<file path="src/rtl/core/sipq_pkg.sv">
// Shared types, constants and helpers for the sorted insert priority queue.
package sipq_pkg;

    // Queue geometry.
    localparam int DEPTH       = 16;
    localparam int WEIGHT_BITS = 32;
    localparam int IDX_W       = $clog2(DEPTH);
    localparam int CNT_W       = $clog2(DEPTH + 1);

    typedef logic signed [WEIGHT_BITS-1:0] t_weight;

    typedef struct packed {
        t_weight    weight;
        logic [7:0] symbol;
    } t_entry;

    // Load select for one cell of the chain.
    typedef logic [1:0] t_cell_sel;
    localparam t_cell_sel SEL_KEEP = 2'd0;
    localparam t_cell_sel SEL_PREV = 2'd1;
    localparam t_cell_sel SEL_NEW  = 2'd2;
    localparam t_cell_sel SEL_NEXT = 2'd3;

    // Request opcodes.
    localparam logic OP_INSERT = 1'b0;
    localparam logic OP_DUMP   = 1'b1;

    // Result status codes.
    localparam logic [1:0] STAT_INSERTED = 2'd0;
    localparam logic [1:0] STAT_DROPPED  = 2'd1;
    localparam logic [1:0] STAT_READOUT  = 2'd2;
    localparam logic [1:0] STAT_EMPTY    = 2'd3;

    // Sign-extends or wraps a 32-bit weight to the stored weight width.
    function automatic t_weight to_weight(input logic signed [31:0] w);
        return WEIGHT_BITS'(w);
    endfunction

endpackage

</file>
<file path="src/rtl/core/sipq_cell.sv">
// One storage cell of the sorted chain: holds one entry and compares it with the new weight.
module sipq_cell import sipq_pkg::*; (
    input  logic      i_clk,
    input  t_cell_sel i_sel,
    input  t_entry    i_prev,
    input  t_entry    i_next,
    input  t_entry    i_new,
    output t_entry    o_entry,
    output logic      o_gt
);

    t_entry r_entry;
    t_entry n_entry;

    always_comb begin
        case (i_sel)
            SEL_PREV: n_entry = i_prev;
            SEL_NEW:  n_entry = i_new;
            SEL_NEXT: n_entry = i_next;
            default:  n_entry = r_entry;
        endcase
    end

    always_ff @(posedge i_clk) begin
        r_entry <= n_entry;
    end

    // The held entry must move up when it is strictly heavier than the new one.
    assign o_gt    = $signed(r_entry.weight) > $signed(i_new.weight);
    assign o_entry = r_entry;

endmodule

</file>
<file path="src/rtl/core/sorted_insert_priority_queue_top.sv">
// Top level of the sorted insert priority queue: a chain of cells with a dump sequencer.
//
//   channel   direction  handshake                   payload
//   request   in         i_in_valid / o_in_stall     i_opcode, i_new_weight, i_new_symbol
//   result    out        o_out_valid / i_out_stall   o_status, o_entry_weight, o_entry_symbol,
//                                                    o_entry_position, o_fill_count,
//                                                    o_last_of_run
//
// On an insert every cell compares its weight with the new weight in
// parallel, heavier cells shift one place up the chain and the new entry drops into the gap.
// On a dump of N entries the occupied part of the chain rotates one place per
// result towards cell 0, which feeds the result register, and after N steps it is back in order.
// A dump of an empty queue and a dropped insert each give one result.
// Reset is synchronous and active low; it empties the queue and clears the result valid.
// A stalled result holds the result register, and o_in_stall stays high for the whole dump.
module sorted_insert_priority_queue_top import sipq_pkg::*; (
    input  logic               i_clk,
    input  logic               i_rst_n,
    input  logic               i_in_valid,
    output logic               o_in_stall,
    input  logic               i_opcode,
    input  logic signed [31:0] i_new_weight,
    input  logic [7:0]         i_new_symbol,
    output logic               o_out_valid,
    input  logic               i_out_stall,
    output logic [1:0]         o_status,
    output logic signed [31:0] o_entry_weight,
    output logic [7:0]         o_entry_symbol,
    output logic [3:0]         o_entry_position,
    output logic [4:0]         o_fill_count,
    output logic               o_last_of_run
);

    // Sequencer states.
    localparam logic ST_IDLE = 1'b0;
    localparam logic ST_DUMP = 1'b1;

    logic             r_state;
    logic [IDX_W-1:0] r_cnt;
    logic [CNT_W-1:0] r_occ;
    logic             r_out_valid;

    logic [1:0]         r_stat;
    logic signed [31:0] r_weight;
    logic [7:0]         r_symbol;
    logic [3:0]         r_pos;
    logic [4:0]         r_fill;
    logic               r_last;

    logic [1:0]         n_stat;
    logic signed [31:0] n_weight;
    logic [7:0]         n_symbol;
    logic [3:0]         n_pos;
    logic [4:0]         n_fill;
    logic               n_last;

    t_entry           w_new;
    t_entry           w_cell [DEPTH];
    t_cell_sel        w_sel  [DEPTH];
    logic [DEPTH-1:0] w_gt;
    logic [DEPTH-1:0] w_move;
    logic [DEPTH-1:0] w_ins_pt;
    logic [IDX_W-1:0] w_ins_pos;

    logic             w_out_free;
    logic             w_accept;
    logic             w_full;
    logic             w_do_ins;
    logic             w_dump_first;
    logic             w_dump_next;
    logic             w_do_rot;
    logic [IDX_W-1:0] w_rd_idx;
    logic             w_rd_last;

    // The result register can take a new result when it is empty or being drained.
    assign w_out_free = !r_out_valid || !i_out_stall;
    assign o_in_stall = (r_state == ST_DUMP) || !w_out_free;
    assign w_accept   = i_in_valid && !o_in_stall;
    assign w_full     = (r_occ == CNT_W'(DEPTH));

    assign w_do_ins     = w_accept && (i_opcode == OP_INSERT) && !w_full;
    assign w_dump_first = w_accept && (i_opcode == OP_DUMP) && (r_occ != '0);
    assign w_dump_next  = (r_state == ST_DUMP) && w_out_free;
    assign w_do_rot     = w_dump_first || w_dump_next;

    // Rank of the entry now sitting in cell 0 during a dump.
    assign w_rd_idx  = (r_state == ST_DUMP) ? r_cnt : '0;
    assign w_rd_last = ((CNT_W'(w_rd_idx) + CNT_W'(1)) == r_occ);

    assign w_new = '{weight: to_weight(i_new_weight), symbol: i_new_symbol};

    // The chain. Cell i moves up on an insert when it is occupied and heavier than the
    // new entry; since the chain is sorted, the moving cells form one run up to the fill
    // level, and the new entry lands in the first cell that is moving or empty.
    for (genvar gi = 0; gi < DEPTH; gi++) begin : g_cell
        logic   w_occupied;
        logic   w_at_end;
        logic   w_prev_move;
        t_entry w_prev_data;
        t_entry w_next_data;

        assign w_occupied  = (CNT_W'(gi) < r_occ);
        assign w_at_end    = (CNT_W'(gi) == r_occ);
        assign w_move[gi]  = w_occupied && w_gt[gi];

        if (gi == 0) begin : g_head
            assign w_prev_move = 1'b0;
            assign w_prev_data = w_new;
        end else begin : g_body
            assign w_prev_move = w_move[gi-1];
            assign w_prev_data = w_cell[gi-1];
        end

        // During a dump the last occupied cell takes the head entry, closing the ring.
        if (gi == DEPTH - 1) begin : g_tail
            assign w_next_data = w_cell[0];
        end else begin : g_inner
            assign w_next_data = (CNT_W'(gi + 1) == r_occ) ? w_cell[0] : w_cell[gi+1];
        end

        assign w_ins_pt[gi] = (w_move[gi] || w_at_end) && !w_prev_move;

        always_comb begin
            w_sel[gi] = SEL_KEEP;
            if (w_do_ins) begin
                if (w_prev_move) begin
                    w_sel[gi] = SEL_PREV;
                end else if (w_move[gi] || w_at_end) begin
                    w_sel[gi] = SEL_NEW;
                end
            end else if (w_do_rot && w_occupied) begin
                w_sel[gi] = SEL_NEXT;
            end
        end

        sipq_cell u_cell (
            .i_clk   (i_clk),
            .i_sel   (w_sel[gi]),
            .i_prev  (w_prev_data),
            .i_next  (w_next_data),
            .i_new   (w_new),
            .o_entry (w_cell[gi]),
            .o_gt    (w_gt[gi])
        );
    end

    // Exactly one insertion point exists when the queue is not full; encode its index.
    always_comb begin
        w_ins_pos = '0;
        for (int k = 0; k < DEPTH; k++) begin
            if (w_ins_pt[k]) begin
                w_ins_pos = w_ins_pos | IDX_W'(k);
            end
        end
    end

    // Next result.
    always_comb begin
        n_stat   = STAT_EMPTY;
        n_weight = '0;
        n_symbol = '0;
        n_pos    = '0;
        n_fill   = 5'(r_occ);
        n_last   = 1'b1;
        if (w_do_rot) begin
            n_stat   = STAT_READOUT;
            n_weight = 32'(w_cell[0].weight);
            n_symbol = w_cell[0].symbol;
            n_pos    = 4'(w_rd_idx);
            n_last   = w_rd_last;
        end else if (i_opcode == OP_INSERT) begin
            if (w_full) begin
                n_stat = STAT_DROPPED;
            end else begin
                n_stat = STAT_INSERTED;
                n_pos  = 4'(w_ins_pos);
                n_fill = 5'(r_occ + CNT_W'(1));
            end
        end
    end

    always_ff @(posedge i_clk) begin
        if (!i_rst_n) begin
            r_state     <= ST_IDLE;
            r_cnt       <= '0;
            r_occ       <= '0;
            r_out_valid <= 1'b0;
        end else begin
            if (w_out_free) begin
                r_out_valid <= w_accept || w_dump_next;
            end
            if (w_do_ins) begin
                r_occ <= r_occ + CNT_W'(1);
            end
            case (r_state)
                ST_IDLE: begin
                    if (w_dump_first && !w_rd_last) begin
                        r_state <= ST_DUMP;
                        r_cnt   <= IDX_W'(1);
                    end
                end
                ST_DUMP: begin
                    if (w_dump_next) begin
                        if (w_rd_last) begin
                            r_state <= ST_IDLE;
                        end else begin
                            r_cnt <= r_cnt + IDX_W'(1);
                        end
                    end
                end
                default: begin
                    r_state <= ST_IDLE;
                end
            endcase
        end
    end

    // Result payload; loaded only together with a new result.
    always_ff @(posedge i_clk) begin
        if (w_out_free && (w_accept || w_dump_next)) begin
            r_stat   <= n_stat;
            r_weight <= n_weight;
            r_symbol <= n_symbol;
            r_pos    <= n_pos;
            r_fill   <= n_fill;
            r_last   <= n_last;
        end
    end

    assign o_out_valid      = r_out_valid;
    assign o_status         = r_stat;
    assign o_entry_weight   = r_weight;
    assign o_entry_symbol   = r_symbol;
    assign o_entry_position = r_pos;
    assign o_fill_count     = r_fill;
    assign o_last_of_run    = r_last;

`ifndef NO_ASSERTIONS
    // The fill level never passes the number of cells.
    a_occ_bound: assert property (@(posedge i_clk) disable iff (!i_rst_n)
        r_occ <= CNT_W'(DEPTH))
        else $error("queue fill level above depth");

    // A dump in progress always reads an occupied cell.
    a_dump_range: assert property (@(posedge i_clk) disable iff (!i_rst_n)
        (r_state == ST_DUMP) |-> (r_occ != '0) && (CNT_W'(r_cnt) < r_occ))
        else $error("dump rank outside the occupied cells");

    // A stored insert grows the queue by exactly one entry.
    a_insert_grow: assert property (@(posedge i_clk) disable iff (!i_rst_n)
        w_do_ins |=> (r_occ == $past(r_occ) + CNT_W'(1)))
        else $error("insert did not grow the queue by one");

    // A request is never taken while the result register is full and held.
    a_no_overrun: assert property (@(posedge i_clk) disable iff (!i_rst_n)
        (r_out_valid && i_out_stall) |-> !w_accept && !w_dump_next)
        else $error("result overwritten while stalled");
`endif

endmodule

</file>
<file path="config.mk">
export PLATFORM = sky130hd
export DESIGN_NAME = sorted_insert_priority_queue_top
export DESIGN_NICKNAME = d
export VERILOG_FILES = /design/src/rtl/core/sipq_pkg.sv /design/src/rtl/core/sipq_cell.sv /design/src/rtl/core/sorted_insert_priority_queue_top.sv
export SDC_FILE = /design/constraint.sdc
export NUM_CORES = 2
export LEC_CHECK = 0
export BUFFER_PORTS_ARGS = -buffer_cell sky130_fd_sc_hd__buf_4
export CAP_MARGIN = 20
export CORE_MARGIN = 5
export CORE_UTILIZATION = 47
export CTS_BUF_LIST = sky130_fd_sc_hd__clkbuf_16
export DETAILED_ROUTE_END_ITERATION = 8
export GPL_ROUTABILITY_DRIVEN = 0
export PLACE_DENSITY = 0.7
export RECOVER_POWER = 25
export SYNTH_ARGS = -nofsm -noshare
export SYNTH_HDL_FRONTEND = slang
export SYNTH_SLANG_ARGS = --single-unit
</file>
<file path="constraint.sdc">
create_clock -name i_clk -period 10.2 [get_ports i_clk]
set_input_delay 1.02 -clock i_clk [delete_from_list [all_inputs] [get_ports i_clk]]
set_output_delay 1.02 -clock i_clk [all_outputs]
set_load 0.02 [all_outputs]
</file>
---- Word-level counts from Yosys, hierarchy flattened ----
Index checks and enable logic that the tools add are counted.
cells by class
  multiplexer cells ....................... 126
  bitwise operators ....................... 2
  reduce and logical (&&, ||, !) cells .... 118
  magnitude comparators ................... 32
  equal/unequal tests ..................... 69
  $add $sub $neg .......................... 3
operators by type and width
  cell                                                  count
  one-hot mux 40 bit (3 select lines)                   15
  two-way mux 40 bit                                    15
  greater-than comparator 32 bit                        16
  two-way mux 2 bit                                     65
  one-hot mux 40 bit (2 select lines)                   1
  equality test 2 bit (second input constant)           32
  two-way mux 4 bit                                     15
  logical AND 1 bit                                     55
  nonzero test 3 bit                                    15
  equality test 4 x 5 -> 1 bit (first input constant)   8
  < comparator 4 x 5 -> 1 bit (first input constant)    8
  equality test 2 x 1 -> 1 bit (second input constant)  16
  logical NOT 1 bit                                     21
  equality test 3 x 5 -> 1 bit (first input constant)   4
  logical OR 1 bit                                      20
  < comparator 3 x 5 -> 1 bit (first input constant)    4
  two-way mux 5 bit                                     3
  two-way mux 3 bit                                     4
  equality test 2 x 5 -> 1 bit (first input constant)   2
  < comparator 1 x 5 -> 1 bit (first input constant)    2
  < comparator 2 x 5 -> 1 bit (first input constant)    2
  one-hot mux 4 bit (2 select lines)                    1
  two-way mux 1 bit                                     6
  != test 2 bit (second input constant)                 3
  other kinds (15)                                      17
word-level totals
  register bits ........................... 703
  logic and storage cells ................. 393
  output and inout bits ................... 54

---- Depth between registers and ports, before layout ----
  depth after elaboration ................. 22
  gate-level depth with buffers ........... 15
  depth with buffers taken out ............ 13

---- Cells and area by module ----
A second synthesis with hierarchy kept.
unflattened totals
  cells, all modules ...................... 5682
  area, all modules ....................... 55989.9 um^2
by module, submodules not included
  module                            area each (um^2)  cells an instance  sequential area each (um^2)  times used
  sipq_cell                         2820.2            288                1201.2                       16
  sorted_insert_priority_queue_top  10866.7           1074               1781.7                       1

---- Worst setup path before layout ----
OpenSTA, ideal clock, no wires.
  path type ............................... input to register
  start point ............................. input i_new_weight[17]
  end point ............................... register g_cell[7].u_cell.r_entry (netlist bit g_cell[7].u_cell.o_entry[0]) (enable)
  setup slack ............................. 3.233 ns
  required time ........................... 9.707 ns
  path buffers ............................ 2
  stages .................................. 12
  arrival time ............................ 6.475 ns
  cell sequence ........................... clkbuf_1 clkbuf_1 inv_1 ha_1 a21o_1 a21oi_1 o21ai_0 a2111o_1 or3b_2 nand2_1 nor3_1 o21ai_0
on the way
  longest elaborated chain between the ends .. 8
RTL lines
  item                                                                        line                                     source
  start: declaration                                                          sorted_insert_priority_queue_top.sv:22   input logic signed [31:0] i_new_weight,
  greater-than comparator 32 bit                                              sipq_cell.sv:29                          assign o_gt = $signed(r_entry.weight) > $signed(i_new.weight);
  logical AND 1 bit                                                           sorted_insert_priority_queue_top.sv:104  assign w_move[gi] = w_occupied && w_gt[gi];
  logical OR 1 bit                                                            sorted_insert_priority_queue_top.sv:128  end else if (w_move[gi] || w_at_end) begin
  two-way mux 2 bit                                                           sorted_insert_priority_queue_top.sv:128
  two-way mux 2 bit *                                                         sorted_insert_priority_queue_top.sv:126  if (w_prev_move) begin
  two-way mux 2 bit *                                                         sorted_insert_priority_queue_top.sv:125  if (w_do_ins) begin
  equality test 2 x 1 -> 1 bit / equality test 2 bit (equally long branches)  sipq_cell.sv:16                          case (i_sel)
  nonzero test 3 bit (no source line) *                                       -
  end signal: assignment                                                      sipq_cell.sv:25                          r_entry <= n_entry;
  end: declaration                                                            sipq_cell.sv:12                          t_entry r_entry;
Mark *: on every way between the ends. The rest lies on a longest branch, timed or not.
A chain may end at the register's enable or synchronous reset.

---- Worst setup path after layout ----
  start point ............................. register r_occ[0]
  end point ............................... register g_cell[15].u_cell.r_entry (netlist bit g_cell[15].u_cell.o_entry[5]) (enable)
on the way
  longest elaborated chain between the ends .. 8
RTL lines
  item                                                                        line                                                                              source
  start: declaration                                                          sorted_insert_priority_queue_top.sv:40                                            logic [CNT_W-1:0] r_occ;
  start signal: assignment                                                    sorted_insert_priority_queue_top.sv:193                                           r_occ <= r_occ + CNT_W'(1);
  < comparator 4 x 5 -> 1 bit / nonzero test 5 bit (equally long branches)    sorted_insert_priority_queue_top.sv:102, sorted_insert_priority_queue_top.sv:82
  logical AND 1 bit, on equally long branches                                 sorted_insert_priority_queue_top.sv:104, sorted_insert_priority_queue_top.sv:82
  logical OR 1 bit, on equally long branches                                  sorted_insert_priority_queue_top.sv:128, sorted_insert_priority_queue_top.sv:84
  two-way mux 2 bit / logical AND 1 bit (equally long branches)               sorted_insert_priority_queue_top.sv:128, sorted_insert_priority_queue_top.sv:131
  two-way mux 2 bit, on equally long branches                                 sorted_insert_priority_queue_top.sv:126, sorted_insert_priority_queue_top.sv:131
  two-way mux 2 bit *                                                         sorted_insert_priority_queue_top.sv:125
  equality test 2 x 1 -> 1 bit / equality test 2 bit (equally long branches)  sipq_cell.sv:16
  nonzero test 3 bit (no source line) *                                       -
  end signal: assignment                                                      sipq_cell.sv:25
  end: declaration                                                            sipq_cell.sv:12
Marked as above.

==> summary.txt <==
==========================================================================================
Outcome                                                                       complete, but fails checks
Violated checks                                                               max-capacitance violations, max-slew violations
Max-Cap Viols                                                                            6
Average detailed-routed wire length per instance                                   27.9 um
Die Height                                                                          334 um
Total of buffers placed on input and output ports                                       98
Wirelength, routed                                                               181000 um
Global-route wire length before repair                                           271000 um
Met1 Resource Use GR                                                                 0.409
Sequential area share after synthesis                                                0.424
Worst-Skew Late Latency                                                             660 ps
Post-CTS sizing                                                                          0
Sinks on Clock Net                                                                     703
DP HPWL                                                                          128000 um
Share of power burned in the clock network                                           0.459
Placement row count                                                                    119
VDD IR-drop max                                                                 0.000121 V
Met3 Resource Use GR                                                                0.0674
Launching instance or port of the critical path                                   r_occ[0]
1st-pass router iterations                                                               8
Final total negative setup slack                                                      0 ps
Worst slack after detailed placement                                               3930 ps
Measured slew at the worst slew-check pin                                          2970 ps
Biggest fanout along the worst timing path                                              24
Hold WC Path Type                                                                  reg2reg
Synth Cell Area                                                                49500 sq um
Net Sw Frac                                                                          0.250
Most used cell along the critical path                                        sky130_fd_sc_hd__clkbuf_1
Via count of the first global-routing pass                                           43600
Slowest library cell on the worst path                                        sky130_fd_sc_hd__nor3_1
Number of hold buffers added after cts                                                   0
Number of vias after detailed routing                                                45300
End-of-flow core utilization                                                         0.515
Post-route clock period utilization                                                  0.776
DIE AREA                                                                      112000 sq um
Synthesized flop and latch total                                                       703
Clock root buffer                                                             sky130_fd_sc_hd__clkbuf_16
Fmax                                                                             0.126 GHz
Setup slack on the worst flop-to-flop path                                         2290 ps
Final-report hold violation count                                                        0
Power density cells                                                            130 nW/um^2
Max_slew headroom                                                                   -0.983
Post-layout minimum cycle time                                                     7910 ps
Combined flip-flop and latch cell area                                         21000 sq um
Final Slew Violations                                                                  216
Final instance count without filler cells                                             6476
R2R Path Start                                                                    r_occ[0]
Tot GR Track Use                                                                     0.307
Overall Power                                                                      7.03 mW
Proportion of power drawn by flip-flops and latches                                  0.463
Total I/O pin count                                                                     99
Worst Reg-to-Reg Cells                                                                  11
Layer carrying the most global-route usage                                            met2
Placed insts                                                                          6316
Initial antenna violation count                                                          6
Post-CTS Setup Repair Bufs                                                               0
H-tree level count                                                                       3
Effective utilization at floorplan                                                   0.471
Internal power contribution                                                        5.27 mW
# DRC                                                                                    0
NumNets Final                                                                         5574
Fraction of power consumed by combinational cells                                    0.078
Multi-input logic area                                                         26800 sq um
X dimension of the die                                                              334 um
Area added between synthesis and finish                                              9.21%
Yosys cell types                                                                        75
Post-Route Skew                                                                    36.5 ps
Final setup violation count                                                              0
Setup repair after global routing missed its margin                                  false
Pin count of the biggest net entering global routing                                    68
Setup CP Type                                                                      reg2reg
Number of buffers created by CTS                                                        82
Switching power summed over all nets                                               1.76 mW
Total overflow reported by the global router                                             0
Fillcell total                                                                        9339
Average instance area after synthesis                                           9.49 sq um
Core Footprint                                                                105000 sq um
Post-route ant nets                                                                      0
Critical Path Start Type                                                              flop
Vias per cell                                                                         6.99
Met2 track utilization from global routing                                           0.481
Ys async rst share                                                                       0
Worst-path cell chain                                                         clkbuf_1, clkinv_1, ha_1, nor2b_1, nand2_1, nand4_1, and2_0, clkbuf_1, nor3_1, nand2b_1, buf_4
CP required                                                                       10510 ps
Fin worst setup slack                                                              2290 ps
Drt initial violations                                                                6665
Termination of the worst setup path                                           g_cell[15].u_cell.o_entry[5]
Post-synth EDFFs                                                                       692
Clock edge transition at the registers on the reported setup and hold paths          60 ps
TritonCTS clock tree                                                                  done
Slowest Stage Delay on Critical Path                                               2000 ps
Worst-case clock buffer depth                                                            3
Dominant synthesized flop cell                                                sky130_fd_sc_hd__edfxtp_1
Number of instances in the synthesized netlist                                        5213
Kind of end point of the critical path                                                flop
Arrival @ worst endpoint                                                           8220 ps
Static Leakage                                                                     20.8 nW
End of the worst register-to-register path                                    g_cell[15].u_cell.o_entry[5]
Net Count, Synth                                                                      5775
Share of layout cells above drive strength 1                                        0.0781
Yosys warning total                                                                      0
==========================================================================================
## Yosys cell counts, types with 11 or more instances
library cell / number / area share
sky130_fd_sc_hd__mux2_2: 12 / 0.0027
sky130_fd_sc_hd__dfxtp_1: 11 / 0.0045
sky130_fd_sc_hd__a21o_1: 105 / 0.016
sky130_fd_sc_hd__a31oi_1: 12 / 0.0015
sky130_fd_sc_hd__a211oi_1: 20 / 0.0030
sky130_fd_sc_hd__ha_1: 517 / 0.13
sky130_fd_sc_hd__o21ai_0: 122 / 0.012
sky130_fd_sc_hd__a221o_1: 492 / 0.10
sky130_fd_sc_hd__inv_1: 73 / 0.0055
sky130_fd_sc_hd__and3_1: 23 / 0.0029
sky130_fd_sc_hd__nor2_1: 68 / 0.0052
sky130_fd_sc_hd__nand3_1: 98 / 0.0099
sky130_fd_sc_hd__o211ai_1: 37 / 0.0056
sky130_fd_sc_hd__buf_1: 24 / 0.0018
sky130_fd_sc_hd__clkbuf_1: 436 / 0.033
sky130_fd_sc_hd__buf_2: 25 / 0.0025
sky130_fd_sc_hd__o21a_1: 14 / 0.0021
sky130_fd_sc_hd__a21oi_1: 722 / 0.073
sky130_fd_sc_hd__and2_1: 45 / 0.0057
sky130_fd_sc_hd__o221a_2: 36 / 0.0082
sky130_fd_sc_hd__edfxtp_1: 692 / 0.42
sky130_fd_sc_hd__nand2_1: 1217 / 0.092
sky130_fd_sc_hd__nor3_1: 34 / 0.0034
sky130_fd_sc_hd__nand4_1: 93 / 0.012
sky130_fd_sc_hd__and4_1: 19 / 0.0034
sky130_fd_sc_hd__nor2b_1: 28 / 0.0035
sky130_fd_sc_hd__a22o_1: 78 / 0.014
sky130_fd_sc_hd__nor4_1: 18 / 0.0023
## registers in the layout, indices dropped and copies added, names as in the netlist
signal                 flops
r_cnt                      4
o_entry_weight            32
r_occ                      5
o_fill_count               5
o_entry_symbol             8
o_status                   2
o_entry_position           4
o_out_valid                1
r_state                    1
o_last_of_run              1
g_cell.u_cell.o_entry    640
## power groups by stage
stage          registers [mW]  clock network, mW  logic [mW]
3_3_place_gp             3.31                  0       0.524
5_1_grt                  3.26               3.36       0.589
4_1_cts                  3.25               3.24       0.547
6_report                 3.26               3.22       0.547
3_5_place_dp             3.31                  0       0.543
2_1_floorplan            3.28                  0       0.342
## layout by cell type (no fill, tap or decap), drive strengths merged, types with 8 or more instances in the layout
| cell type | n |
|---|---|
| nor3 | 34 |
| nor2 | 69 |
| clkbuf | 148 |
| ha | 517 |
| dfxtp | 11 |
| a211oi | 22 |
| nor2b | 28 |
| or4 | 8 |
| a221o | 492 |
| edfxtp | 692 |
| a21o | 105 |
| o211ai | 38 |
| a31oi | 12 |
| mux2 | 12 |
| inv | 90 |
| o21a | 14 |
| bufinv | 16 |
| nand3 | 98 |
| and2 | 47 |
| a221oi | 10 |
| o21ai | 124 |
| a21oi | 722 |
| and4 | 19 |
| and3 | 23 |
| o221a | 36 |
| nor4 | 18 |
| a22o | 78 |
| nand4 | 93 |
| clkinv | 32 |
| buf | 140 |
| nand2 | 1217 |
## layer usage
layer | routed length (um) | vias to the layer above
met2 | 79100 | 3473
met3 | 23600 | 588
met4 | 9310 | 2
met5 | 40 | -
li1 | - | 19600
met1 | 68600 | 21600
## logic make-up after synthesis
| kind of cell | after synthesis | share of synthesized area |
|---|---|---|
| compound gates | 1717 | 0.249 |
| mux | 14 | 0.00314 |
| flops | 703 | 0.424 |
| simple gates | 1690 | 0.147 |
| buf+inv | 562 | 0.0434 |
| xor+xnor | 10 | 0.00177 |
| fa+ha+maj | 517 | 0.131 |
## worst max-delay path, delay by kind of cell, from the launching register on
kind | cells | cell delay, ps
adder cells (fa/ha/maj) | 1 | 620
buffers and inverters | 4 | 2840
flip-flops | 1 | 310
AND/OR/NAND/NOR | 6 | 3740
## worst min path at each step
stage / from / to / slack [ps] / depth (start not counted)
3_3_place_gp: r_cnt[3] / r_cnt[3] / 520 / 2
6_report: r_cnt[3] / r_cnt[3] / 550 / 2
2_1_floorplan: r_cnt[3] / r_cnt[3] / 490 / 2
5_1_grt: r_cnt[3] / r_cnt[3] / 570 / 2
3_5_place_dp: r_cnt[3] / r_cnt[3] / 540 / 2
4_1_cts: r_cnt[3] / r_cnt[3] / 550 / 2
## through the flow
stage	hold slack (ps)	cell area [sq um]
3_3_place_gp	518	51400
4_1_cts	552	54300
6_report	552	54000
3_5_place_dp	541	51400
5_1_grt	570	54000
2_1_floorplan	489	49500
## layout make-up
| class | count | share of cell area |
|---|---|---|
| clock inverter | 67 | 0.0138 |
| antenna | 5 | 0.000232 |
| multi-input combinational | 3948 | 0.496 |
| timing repair buffer | 203 | 0.0250 |
| inverter | 74 | 0.00514 |
| clock buffer | 85 | 0.0394 |
| sequential | 703 | 0.389 |
| tap | 1391 | 0.0322 |
(Power assumes the default switching activity.)
